===== src/sv/csm_lane.sv =====
// One projection lane: diff/axis register, two products, sum of products.
// Carries its endpoint alongside. No package dependency.
module csm_lane #(
  parameter int COORD_WIDTH = 24
) (
  input  logic                           clk_i,
  input  logic                           load_a_i,
  input  logic                           load_b_i,
  input  logic                           load_c_i,
  input  logic        [COORD_WIDTH-1:0]  point_x_i,
  input  logic        [COORD_WIDTH-1:0]  point_y_i,
  input  logic signed [COORD_WIDTH:0]    diff_x_i,
  input  logic signed [COORD_WIDTH:0]    diff_y_i,
  input  logic signed [COORD_WIDTH:0]    axis_x_i,
  input  logic signed [COORD_WIDTH:0]    axis_y_i,
  output logic        [COORD_WIDTH-1:0]  point_x_o,
  output logic        [COORD_WIDTH-1:0]  point_y_o,
  output logic signed [2*COORD_WIDTH+2:0] proj_o
);

  localparam int DW = COORD_WIDTH + 1;
  localparam int PW = 2 * DW;
  localparam int SW = PW + 1;

  logic signed [DW-1:0] ax_q, ay_q, dx_q, dy_q;
  logic [COORD_WIDTH-1:0] pxa_q, pya_q, pxb_q, pyb_q, pxc_q, pyc_q;
  logic signed [PW-1:0] prod_x_d, prod_y_d, prod_x_q, prod_y_q;
  logic signed [SW-1:0] proj_d, proj_q;

  assign prod_x_d = $signed({{DW{ax_q[DW-1]}}, ax_q}) * $signed({{DW{dx_q[DW-1]}}, dx_q});
  assign prod_y_d = $signed({{DW{ay_q[DW-1]}}, ay_q}) * $signed({{DW{dy_q[DW-1]}}, dy_q});
  assign proj_d   = $signed({prod_x_q[PW-1], prod_x_q}) + $signed({prod_y_q[PW-1], prod_y_q});

  always_ff @(posedge clk_i) begin
    if (load_a_i) begin
      ax_q  <= axis_x_i;
      ay_q  <= axis_y_i;
      dx_q  <= diff_x_i;
      dy_q  <= diff_y_i;
      pxa_q <= point_x_i;
      pya_q <= point_y_i;
    end
    if (load_b_i) begin
      prod_x_q <= prod_x_d;
      prod_y_q <= prod_y_d;
      pxb_q    <= pxa_q;
      pyb_q    <= pya_q;
    end
    if (load_c_i) begin
      proj_q <= proj_d;
      pxc_q  <= pxb_q;
      pyc_q  <= pyb_q;
    end
  end

  assign point_x_o = pxc_q;
  assign point_y_o = pyc_q;
  assign proj_o    = proj_q;

endmodule


===== config.mk =====
export PLATFORM = sky130hd
export DESIGN_NAME = csm_lane
export DESIGN_NICKNAME = d
export VERILOG_FILES = /design/src/sv/csm_lane.sv
export SDC_FILE = /design/constraint.sdc
export NUM_CORES = 2
export LEC_CHECK = 0
export ABC_AREA = 1
export BUFFER_PORTS_ARGS = -buffer_cell sky130_fd_sc_hd__buf_2
export CAP_MARGIN = 20
export CORE_MARGIN = 3
export CORE_UTILIZATION = 55
export CTS_CLUSTER_SIZE = 12
export DETAILED_ROUTE_END_ITERATION = 16
export PLACE_DENSITY = 0.75
export SLEW_MARGIN = 40
export SYNTH_ARGS = -nofsm -noshare
export SYNTH_HDL_FRONTEND = slang
export SYNTH_SLANG_ARGS = --single-unit

===== constraint.sdc =====
create_clock -name clk_i -period 6.65 [get_ports clk_i]
set_clock_uncertainty 0.1 [all_clocks]
set_input_delay 0.9975 -clock clk_i [delete_from_list [all_inputs] [get_ports clk_i]]
set_output_delay 0.9975 -clock clk_i [all_outputs]
set_load 0.1 [all_outputs]

==> results.cfg <==
[sta]
layout_worst_path_cycle_share_pct = 100
layout_min_cycle_time_ps = 6680
slew_headroom_pct = 48.3
setup_violations = 1
rsz0062_at_grt = true
maxSlewViolCount = 0
report.final.hold_viol_count = 0
max_freq_mhz = 150
final_critical_path_setup_slack_ps = -26.1
transition_time_at_the_pin_with_the_least_slew_margin_ps = 776

[grt]
antenna_violations_before_repair = 5
grt_pass1_wl_mm = 286
global_route_total_overflow = 0
first_global_vias = 54117
grt.total_usage_pct = 29.2
pin_count_of_the_biggest_net_entering_global_routing = 97

[synth]
syn-mean-instance-area_sq_um = 8.29
ys.warnings.count = 0
ys_seq_area_share_pct = 17.9
synthesis.area_sq_um = 66100
synth.net_count = 9777
post_synth_inst_count = 7976
synth.distinct_cells = 38
seq_cells_post_synth = 395

[critical_path]
crit_path_max_fanout = 7
cp_common_cell = sky130_fd_sc_hd__fa_1
worstSetupPathType = flip-flop to flip-flop
crit_path_start_kind = flip-flop
end_kind = flip-flop
slowest_stage = sky130_fd_sc_hd__fa_2
worst_path_largest_cell_delay_ps = 600
worst-r2r-cell-count = 27
worst_ep_required_time_ps = 6920
arrival_ps = 6940

[route]
detail-route-antenna-nets = 0
drt-initial-drc-count = 3572
detailed_route_via_count = 50987
totalWireLength_mm = 179
avgViaCountPerCell = 5.10
routed_wire_length_per_instance_microns = 17.9
detail_route.drc_violations = 0
firstDrtPassIters = 6

[clocking]
cts_tree = done
ctsLongestPathBuffers = 3
hold_buf_cts = 0
clock-sinks = 395
clock_tree.root_cell = sky130_fd_sc_hd__clkbuf_16
path_clk_slew_ps = 60
htreeDepth = 2
cts_made_buffers = 48
clk-insertion-delay-late_ps = 680

[final_layout]
final_net_count = 10172
utilization_pct = 63.1
share_of_cells_above_drive_strength_1_pct = 12.6
synthToLayoutAreaGrowth_pct = 13.3

[floorplanning]
floorplan.die.height_microns = 353
pin_count = 251
core_area_sq_um = 119000
initial_core_util_pct = 55.7
chipWidth_microns = 353
placementRows = 126
die_area_sq_um = 124000

[hold_path]
worst_hold_path.num_cells = 0
worst_hold_path_type = flip-flop to flip-flop

[run_status]
run_status = finished, violations left
violations = setup timing

[placed_design]
dp_hpwl_mm = 149
finalWeightedCongestion = 0.989
io_buffer_count = 250

[flow_run]
cap_violations = 0
## cell usage after synthesis
master                     number  area, sq um
sky130_fd_sc_hd__inv_1       2454         9210
sky130_fd_sc_hd__o211ai_1       1         7.51
sky130_fd_sc_hd__o21ai_0       31          155
sky130_fd_sc_hd__o21a_1         2         15.0
sky130_fd_sc_hd__nand4_1       51          319
sky130_fd_sc_hd__a21boi_0       1         7.51
sky130_fd_sc_hd__nor3_2         9         90.1
sky130_fd_sc_hd__o21bai_1      13         97.6
sky130_fd_sc_hd__nor2_1       278         1040
sky130_fd_sc_hd__xor2_1        65          569
sky130_fd_sc_hd__o21ai_2        1         8.76
sky130_fd_sc_hd__fa_1        1317        26400
sky130_fd_sc_hd__xnor2_1       34          298
sky130_fd_sc_hd__and2_2         1         7.51
sky130_fd_sc_hd__and2_1         2         12.5
sky130_fd_sc_hd__clkbuf_1     298         1120
sky130_fd_sc_hd__a21oi_1      128          641
sky130_fd_sc_hd__a21o_1         4         30.0
sky130_fd_sc_hd__and3_1         1         6.26
sky130_fd_sc_hd__nand2_1     2306         8660
sky130_fd_sc_hd__nor3_4         1         16.3
sky130_fd_sc_hd__nand3b_1       3         22.5
sky130_fd_sc_hd__o211ai_2       1         12.5
sky130_fd_sc_hd__a31oi_1        1         6.26
sky130_fd_sc_hd__edfxtp_1     395        11900
sky130_fd_sc_hd__nand2_4        2         22.5
sky130_fd_sc_hd__or2_2         13         81.3
sky130_fd_sc_hd__nand3_2        8         80.1
sky130_fd_sc_hd__nor4_1         2         12.5
sky130_fd_sc_hd__nor2_4         3         33.8
sky130_fd_sc_hd__nor3_1        16         80.1
sky130_fd_sc_hd__nand2_2       24          150
sky130_fd_sc_hd__nand3_1      139          696
sky130_fd_sc_hd__o21ai_1        2         10.0
sky130_fd_sc_hd__ha_1         332         4150
sky130_fd_sc_hd__inv_2          5         18.8
sky130_fd_sc_hd__nor2_2        26          163
sky130_fd_sc_hd__a21oi_2        6         52.6
## worst max-delay path, delay by kind of cell, from the launching register on
kind,cells,cell delay (ps)
AND/OR/NAND/NOR,9,880
adder cells (fa/ha/maj),8,4070
flip-flops,1,440
buffers and inverters,10,900
## metrics by stage
stage | area, sq um | hold WS [ps] | TNS [ps] | setup WS, ps | instances
3_5_place_dp | 71500 | 305 | -409 | -136 | 9849
6_report | 74900 | 316 | -26.1 | -26.1 | 10001
3_3_place_gp | 71500 | 300 | -5.17 | -3.70 | 9849
4_1_cts | 73200 | 317 | 0 | 0.209 | 9936
2_1_floorplan | 66100 | 300 | 0 | 75.1 | 7976
5_1_grt | 74900 | 321 | -2070 | -215 | 10001
## sequential cells by signal, summed over array words and instances, names as in the netlist
name and flops:
dy_q 25, point_x_o 24, ax_q 25, prod_x_q 50, proj_o 51, pya_q 24
pyb_q 24, prod_y_q 50, point_y_o 24, pxa_q 24, ay_q 25, pxb_q 24
dx_q 25
## final timing paths
kind | from | endpoint | slack, ps
min | pxa_q[2]$_DFFE_PP_ | pxb_q[2]$_DFFE_PP_ | 320
max | ax_q[24]$_DFFE_PP_ | prod_x_q[47]$_DFFE_PP_ | -30
min reg2reg | pxa_q[2]$_DFFE_PP_ | pxb_q[2]$_DFFE_PP_ | 320
max reg2reg | ax_q[24]$_DFFE_PP_ | prod_x_q[47]$_DFFE_PP_ | -30
## per-layer routing
layer | wire, microns | vias up | part of all wire (%) | GRT usage, %
met5 | 11 | - | 0.0061 | 0
met3 | 14500 | 425 | 8.1 | 4.09
li1 | - | 23300 | - | -
met2 | 85500 | 2067 | 48 | 48.0
met1 | 72200 | 25193 | 40 | 40.0
met4 | 6860 | 2 | 3.8 | 10.3
## cell families after synthesis
group           share of synthesized area [%]
simple gates                             17.4
fa+ha+maj                                46.1
flops                                    17.9
compound gates                           1.58
buf+inv                                  15.6
xor+xnor                                 1.31
## area by class of cell
type / count / area, sq um
well taps: 1600 / 2000
clock inverters: 26 / 318
repair buffers: 643 / 5290
fillers: 9888 / 43800
clock buffers: 53 / 1220
diodes: 1 / 2.50
inverters: 2459 / 9260
multi-input cells: 4824 / 45000
flip-flops and latches: 395 / 11900
## layout by cell type (no fill, tap or decap), types with 6 or more instances in the layout
cell / instances
sky130_fd_sc_hd__xor2_1: 64
sky130_fd_sc_hd__fa_1: 1299
sky130_fd_sc_hd__ha_1: 303
sky130_fd_sc_hd__nor2_2: 55
sky130_fd_sc_hd__o21ai_1: 10
sky130_fd_sc_hd__buf_4: 298
sky130_fd_sc_hd__nor2_4: 23
sky130_fd_sc_hd__nand3_1: 134
sky130_fd_sc_hd__fa_2: 18
sky130_fd_sc_hd__or2_2: 13
sky130_fd_sc_hd__clkinv_2: 7
sky130_fd_sc_hd__o21ai_0: 21
sky130_fd_sc_hd__edfxtp_1: 395
sky130_fd_sc_hd__o21bai_1: 10
sky130_fd_sc_hd__nand2_2: 72
sky130_fd_sc_hd__nand2_1: 2244
sky130_fd_sc_hd__clkinv_1: 6
sky130_fd_sc_hd__nand2_4: 15
sky130_fd_sc_hd__nand3_2: 12
sky130_fd_sc_hd__ha_2: 7
sky130_fd_sc_hd__a21oi_2: 37
sky130_fd_sc_hd__inv_1: 2416
sky130_fd_sc_hd__nor3_1: 9
sky130_fd_sc_hd__nor3_4: 7
sky130_fd_sc_hd__buf_2: 247
sky130_fd_sc_hd__xnor2_1: 33
sky130_fd_sc_hd__buf_6: 18
sky130_fd_sc_hd__ha_4: 22
sky130_fd_sc_hd__nor3_2: 10
sky130_fd_sc_hd__inv_2: 35
sky130_fd_sc_hd__nor2_1: 229
sky130_fd_sc_hd__clkbuf_16: 52
sky130_fd_sc_hd__nand4_1: 51
sky130_fd_sc_hd__buf_12: 72
sky130_fd_sc_hd__a21oi_1: 96
## what timing repair did
action | 4_1_cts | 5_1_grt
pin swaps | 9 | 105
gates cloned | 0 | 4
gates resized for setup | 23 | 320
setup endpoints to repair | 11 | 56
setup buffers | 8 | 62
Power is left out: the tool's default activity adds up to more than one toggle a clock period on the data nets, which glitch-free logic cannot reach.
