`config.mk`:
```
export PLATFORM = sky130hd
export DESIGN_NAME = csm_merge
export DESIGN_NICKNAME = d
export VERILOG_FILES = /design/src/sv/csm_pkg.sv /design/src/sv/csm_merge.sv
export SDC_FILE = /design/constraint.sdc
export NUM_CORES = 1
export LEC_CHECK = 0
export BUFFER_PORTS_ARGS = -buffer_cell sky130_fd_sc_hd__buf_2
export CORE_MARGIN = 5
export CORE_UTILIZATION = 48
export DETAILED_ROUTE_END_ITERATION = 6
export PLACE_DENSITY = 0.78
export SETUP_SLACK_MARGIN = 0.1
export SLEW_MARGIN = 20
export SYNTH_ARGS = -nofsm -noshare
export SYNTH_HDL_FRONTEND = slang
export SYNTH_SLANG_ARGS = --single-unit
```
`constraint.sdc`:
```
create_clock -name clk_i -period 5.4 [get_ports clk_i]
set_input_delay 0.27 -clock clk_i [delete_from_list [all_inputs] [get_ports clk_i]]
set_output_delay 0.27 -clock clk_i [all_outputs]
set_load 0.005 [all_outputs]
```
`src/sv/csm_pkg.sv`:
```
// Shared types for the collinear segment merge block.
// No dependencies; imported by csm_merge and collinear_segment_merge.
package csm_pkg;

  typedef enum logic [1:0] {
    KIND_OPEN,
    KIND_PASS,
    KIND_MID,
    KIND_CLOSE
  } kind_e;

  typedef struct packed {
    logic  valid;
    kind_e kind;
  } stage_ctrl_t;

endpackage

```
`src/sv/csm_merge.sv`:
```
// Merge stage: folds both lane projections into running min/max, drives result register.
// Depends on csm_pkg (kind_e, stage_ctrl_t).
module csm_merge import csm_pkg::*; #(
  parameter int COORD_WIDTH = 24
) (
  input  logic                            clk_i,
  input  logic                            rst_ni,
  input  stage_ctrl_t                     ctrl_i,
  input  logic signed [2*COORD_WIDTH+2:0] proj_s_i,
  input  logic signed [2*COORD_WIDTH+2:0] proj_e_i,
  input  logic        [COORD_WIDTH-1:0]   s_x_i,
  input  logic        [COORD_WIDTH-1:0]   s_y_i,
  input  logic        [COORD_WIDTH-1:0]   e_x_i,
  input  logic        [COORD_WIDTH-1:0]   e_y_i,
  input  logic                            out_stall_i,
  output logic                            ready_o,
  output logic                            out_valid_o,
  output logic        [COORD_WIDTH-1:0]   merged_start_x_o,
  output logic        [COORD_WIDTH-1:0]   merged_start_y_o,
  output logic        [COORD_WIDTH-1:0]   merged_stop_x_o,
  output logic        [COORD_WIDTH-1:0]   merged_stop_y_o
);

  localparam int SW = 2 * COORD_WIDTH + 3;

  logic signed [SW-1:0] low_proj_q, high_proj_q, low_proj_d, high_proj_d;
  logic signed [SW-1:0] base_lo, base_hi;
  logic [COORD_WIDTH-1:0] low_x_q, low_y_q, high_x_q, high_y_q;
  logic [COORD_WIDTH-1:0] low_x_d, low_y_d, high_x_d, high_y_d;
  logic [COORD_WIDTH-1:0] base_lo_x, base_lo_y, base_hi_x, base_hi_y;
  logic s_lo, e_lo_base, e_lo_s, end_lo;
  logic s_hi, e_hi_base, e_hi_s, end_hi;
  logic out_valid_q, out_free, has_result, fire;

  always_comb begin
    has_result = 1'b0;
    base_lo    = low_proj_q;
    base_hi    = high_proj_q;
    base_lo_x  = low_x_q;
    base_lo_y  = low_y_q;
    base_hi_x  = high_x_q;
    base_hi_y  = high_y_q;
    unique case (ctrl_i.kind)
      KIND_OPEN: begin
        base_lo   = '0;
        base_hi   = '0;
        base_lo_x = s_x_i;
        base_lo_y = s_y_i;
        base_hi_x = s_x_i;
        base_hi_y = s_y_i;
      end
      KIND_PASS:  has_result = 1'b1;
      KIND_MID:   has_result = 1'b0;
      KIND_CLOSE: has_result = 1'b1;
      default:    has_result = 1'b0;
    endcase
  end

  // start is considered before end; strict compares keep the earliest point on ties
  always_comb begin
    s_lo      = proj_s_i < base_lo;
    e_lo_base = proj_e_i < base_lo;
    e_lo_s    = proj_e_i < proj_s_i;
    end_lo    = s_lo ? e_lo_s : e_lo_base;
    s_hi      = proj_s_i > base_hi;
    e_hi_base = proj_e_i > base_hi;
    e_hi_s    = proj_e_i > proj_s_i;
    end_hi    = s_hi ? e_hi_s : e_hi_base;

    low_proj_d = base_lo;
    low_x_d    = base_lo_x;
    low_y_d    = base_lo_y;
    if (end_lo) begin
      low_proj_d = proj_e_i;
      low_x_d    = e_x_i;
      low_y_d    = e_y_i;
    end else if (s_lo) begin
      low_proj_d = proj_s_i;
      low_x_d    = s_x_i;
      low_y_d    = s_y_i;
    end

    high_proj_d = base_hi;
    high_x_d    = base_hi_x;
    high_y_d    = base_hi_y;
    if (end_hi) begin
      high_proj_d = proj_e_i;
      high_x_d    = e_x_i;
      high_y_d    = e_y_i;
    end else if (s_hi) begin
      high_proj_d = proj_s_i;
      high_x_d    = s_x_i;
      high_y_d    = s_y_i;
    end
  end

  assign out_free = !out_valid_q || !out_stall_i;
  assign ready_o  = !ctrl_i.valid || !has_result || out_free;
  assign fire     = ctrl_i.valid && ready_o;

  always_ff @(posedge clk_i or negedge rst_ni) begin
    if (!rst_ni) begin
      out_valid_q <= 1'b0;
      low_proj_q  <= '0;
      high_proj_q <= '0;
    end else begin
      if (fire && has_result) begin
        out_valid_q <= 1'b1;
      end else if (!out_stall_i) begin
        out_valid_q <= 1'b0;
      end
      if (fire && ctrl_i.kind != KIND_PASS) begin
        low_proj_q  <= low_proj_d;
        high_proj_q <= high_proj_d;
      end
    end
  end

  always_ff @(posedge clk_i) begin
    if (fire && ctrl_i.kind != KIND_PASS) begin
      low_x_q  <= low_x_d;
      low_y_q  <= low_y_d;
      high_x_q <= high_x_d;
      high_y_q <= high_y_d;
    end
    if (fire && has_result) begin
      if (ctrl_i.kind == KIND_PASS) begin
        merged_start_x_o <= s_x_i;
        merged_start_y_o <= s_y_i;
        merged_stop_x_o  <= e_x_i;
        merged_stop_y_o  <= e_y_i;
      end else begin
        merged_start_x_o <= low_x_d;
        merged_start_y_o <= low_y_d;
        merged_stop_x_o  <= high_x_d;
        merged_stop_y_o  <= high_y_d;
      end
    end
  end

  assign out_valid_o = out_valid_q;

  a_lo_le_hi: assert property (@(posedge clk_i) disable iff (!rst_ni)
    low_proj_q <= high_proj_q)
    else $error("running min projection above running max");

  a_no_overwrite: assert property (@(posedge clk_i) disable iff (!rst_ni)
    (fire && has_result) |-> !(out_valid_q && out_stall_i))
    else $error("result register overwritten while stalled");

endmodule
```
==> flow_summary.toml <==
[status]
run_status = "finished clean"

[logic_synthesis]
ys_async_sr_fraction = 0.349
synth.avg_cell_area_sq_um = 10.0
yosysUniqueCellTypes = 63
ys_seq_area_frac = 0.395
synth_nets = 2567
ys_warn_count = 0
synth-edff-count = 192
ys.flop_type = "edfxtp_1"
netlist_area_sq_um = 21100
synth_seq_cells = 295
synth_cells = 2110

[setup_path]
critPathBufInv = 2
cp_max_fo = 48
worstSetupEndpointType = "flop"
slowest_delay_ns = 0.98
crit_chain = "buf_2, or2_4, buf_4, nand2_1, ha_1, and3_1, a221o_1, a221o_1, o31a_1, a21o_1, nor3_1, or3_2, nor2_1, a221oi_1"
critPathRequiredTime_ns = 5.75
slowest_stage = "or3_2"
start_kind = "primary input"
cp_data_arrival_time_ns = 4.81
path_delay_family = "simple AND/OR/NAND/NOR gates"
path_common_cell = "a221o_1"
crit_type = "primary input to flop"

[placed_design]
dp_hpwl_um = 48400
place_area_sq_um = 23400
globalplace.congestion = 0.941
port_buffers = 301

[timing]
setup_tns_ns = 0
tightest_slew_ns = 1.12
relSlewSlack = 0.254
setup_viol = 0
fin_crit_ns = 4.46
rsz0062_at_grt = "false"
skew_ns = 0.0124
fmaxAchievable_ghz = 0.224
hold_slack_ns = 0.0308
hold_viol = 0
period_share = 0.826
maxSlewViolCount = 0

[detailed_routing]
wl_per_cell_um = 23.0
drcViolationCount = 0
dr.first_iter.drc_count = 1824
drtPass1Iterations = 6
num_vias = 19000
ant_nets = 0
drt-vias-per-instance = 6.36
routed_wirelength_um = 68700

[power_and_ir_drop]
p_leak_nw = 10.8
comb_power_share = 0.506
p_clk_frac = 0.199
finalPower_mw = 12.6
p_switching_mw = 5.14
seqPwrFrac = 0.295
p_per_area_nw_per_um2 = 511
p_int_mw = 7.44
ir_drop_mv = 0.583
switching_share = 0.409

[clock_tree]
clk_path_buf_depth = 3
clock_sinks = 295
cts.clk_slew.worst_paths_ns = 0.06
cts_made_buffers = 36
cts_resized = 0
cts_root_buf = "clkbuf_16"
cts_tree = "yes"
insertion_delay_ns = 0.55
h-tree-depth = 2

[cells_and_area]
drive_gt1_frac = 0.213
reg_top3 = "high_proj_q (51), low_proj_q (51)"
nFillCells = 3772
fin_area_sq_um = 24600
mostFrequentLayoutCells = "buf_2, nand2_1, ha_1, edfxtp_1, a21oi_1"
area_growth_pct = 16.5
layout.nets = 2825
final_common_cell = "buf_2"

[flow_run]
cap_violations = 0

[global_routing]
grt_use_total = 0.275
overflow = 0
antenna_found_initial = 16
grt_max_degree = 106
grt_pass1_wl_um = 106000
grt_pass1_vias = 19500

[floorplan]
ios = 302
die-area_sq_um = 48300
fp-row-count = 76
die_y_um = 220
start_util = 0.487
core_sq_um = 43400
die_x_um = 220

[worst_hold_path]
hold_class = "primary input to flop"
## cell usage after synthesis (9+ instances only)
library cell,n,area (sq um)
dfrtp_1,103,2580
and4_1,9,78.8
nand3_1,27,135
mux2_2,78,878
a221oi_1,59,517
nand2_1,274,1030
nor3_1,60,300
o21ai_0,90,450
inv_1,157,589
nor2_1,69,259
a21o_1,18,135
mux2i_1,92,921
a22oi_1,51,383
o221ai_1,92,806
a21oi_1,159,796
buf_2,19,95.1
a211oi_1,11,82.6
mux2_1,67,754
nand4_1,39,244
o221ai_2,10,150
edfxtp_1,192,5770
clkbuf_1,92,345
ha_1,253,3170
## cells by family after synthesis
group	Yosys count	share of synthesized area
adders and majority gates	253	0.150
muxes	237	0.121
DFF	295	0.395
buffers and inverters	286	0.0549
AOI/OAI and AO/OA	526	0.172
and+or+nand+nor	511	0.107
xor gates and xnor gates	2	0.000829
## layer usage
layer | track usage | wire length (um) | up-vias
li1 | - | - | 8534
met5 | 0 | 41 | -
met1 | 0.359 | 27600 | 9194
met3 | 0.0662 | 6580 | 226
met2 | 0.435 | 31300 | 1062
met4 | 0.127 | 3180 | 8
## per-stage QoR
| step | util | setup WS [ns] | instances |
|---|---|---|---|
| 3_5_place_dp | 0.539 | 0.403 | 2913 |
| 6_report | 0.568 | 0.938 | 2991 |
| 4_1_cts | 0.567 | 0.988 | 2979 |
| 2_1_floorplan | - | 0.962 | 2110 |
| 5_1_grt | 0.568 | 0.667 | 2989 |
| 3_3_place_gp | 0.539 | 0.589 | 2913 |
## layout make-up
| type | count | area [sq um] | area share |
|---|---|---|---|
| Clock inverter | 18 | 234 | 0.00950 |
| Inverter | 158 | 598 | 0.0243 |
| Tap cell | 585 | 732 | 0.0297 |
| Multi-Input combinational cell | 1529 | 11800 | 0.478 |
| Clock buffer | 46 | 948 | 0.0385 |
| Antenna cell | 12 | 30.0 | 0.00122 |
| Sequential cell | 295 | 8340 | 0.339 |
| Timing Repair Buffer | 348 | 1980 | 0.0804 |
## power by group through the flow
| stage | clock network (mW) | logic, mW | registers [mW] |
|---|---|---|---|
| after floorplan | 0 | 4.40 | 3.65 |
| after global placement | 0 | 5.99 | 3.72 |
| after detailed placement | 0 | 6.25 | 3.74 |
| after CTS | 2.53 | 6.28 | 3.71 |
| after global routing | 2.62 | 6.92 | 3.78 |
| final | 2.51 | 6.36 | 3.72 |
## repair_timing
item,4_1_cts,5_1_grt
hold buffers,2,0
setup buffers,0,0
hold endpoints to repair,64,0
## final timing paths
path,cells past startpoint,startpoint,to,slack (ns)
setup / recovery,14,ctrl_i[1],merged_start_x_o[3]$_DFFE_PP_,0.94
hold / removal,2,e_y_i[19],high_y_q[19]$_DFFE_PP_,0.03
setup reg to reg,11,low_proj_q[29]$_DFFE_PN0P_,merged_start_x_o[3]$_DFFE_PP_,1.01
hold reg to reg,2,high_proj_q[0]$_DFFE_PN0P_,high_proj_q[0]$_DFFE_PN0P_,0.48
max in group asynchronous,3,rst_ni,low_proj_q[46]$_DFFE_PN0P_,3.86
min in group asynchronous,2,rst_ni,high_proj_q[28]$_DFFE_PN0P_,0.38
(Power assumes the default switching activity.)
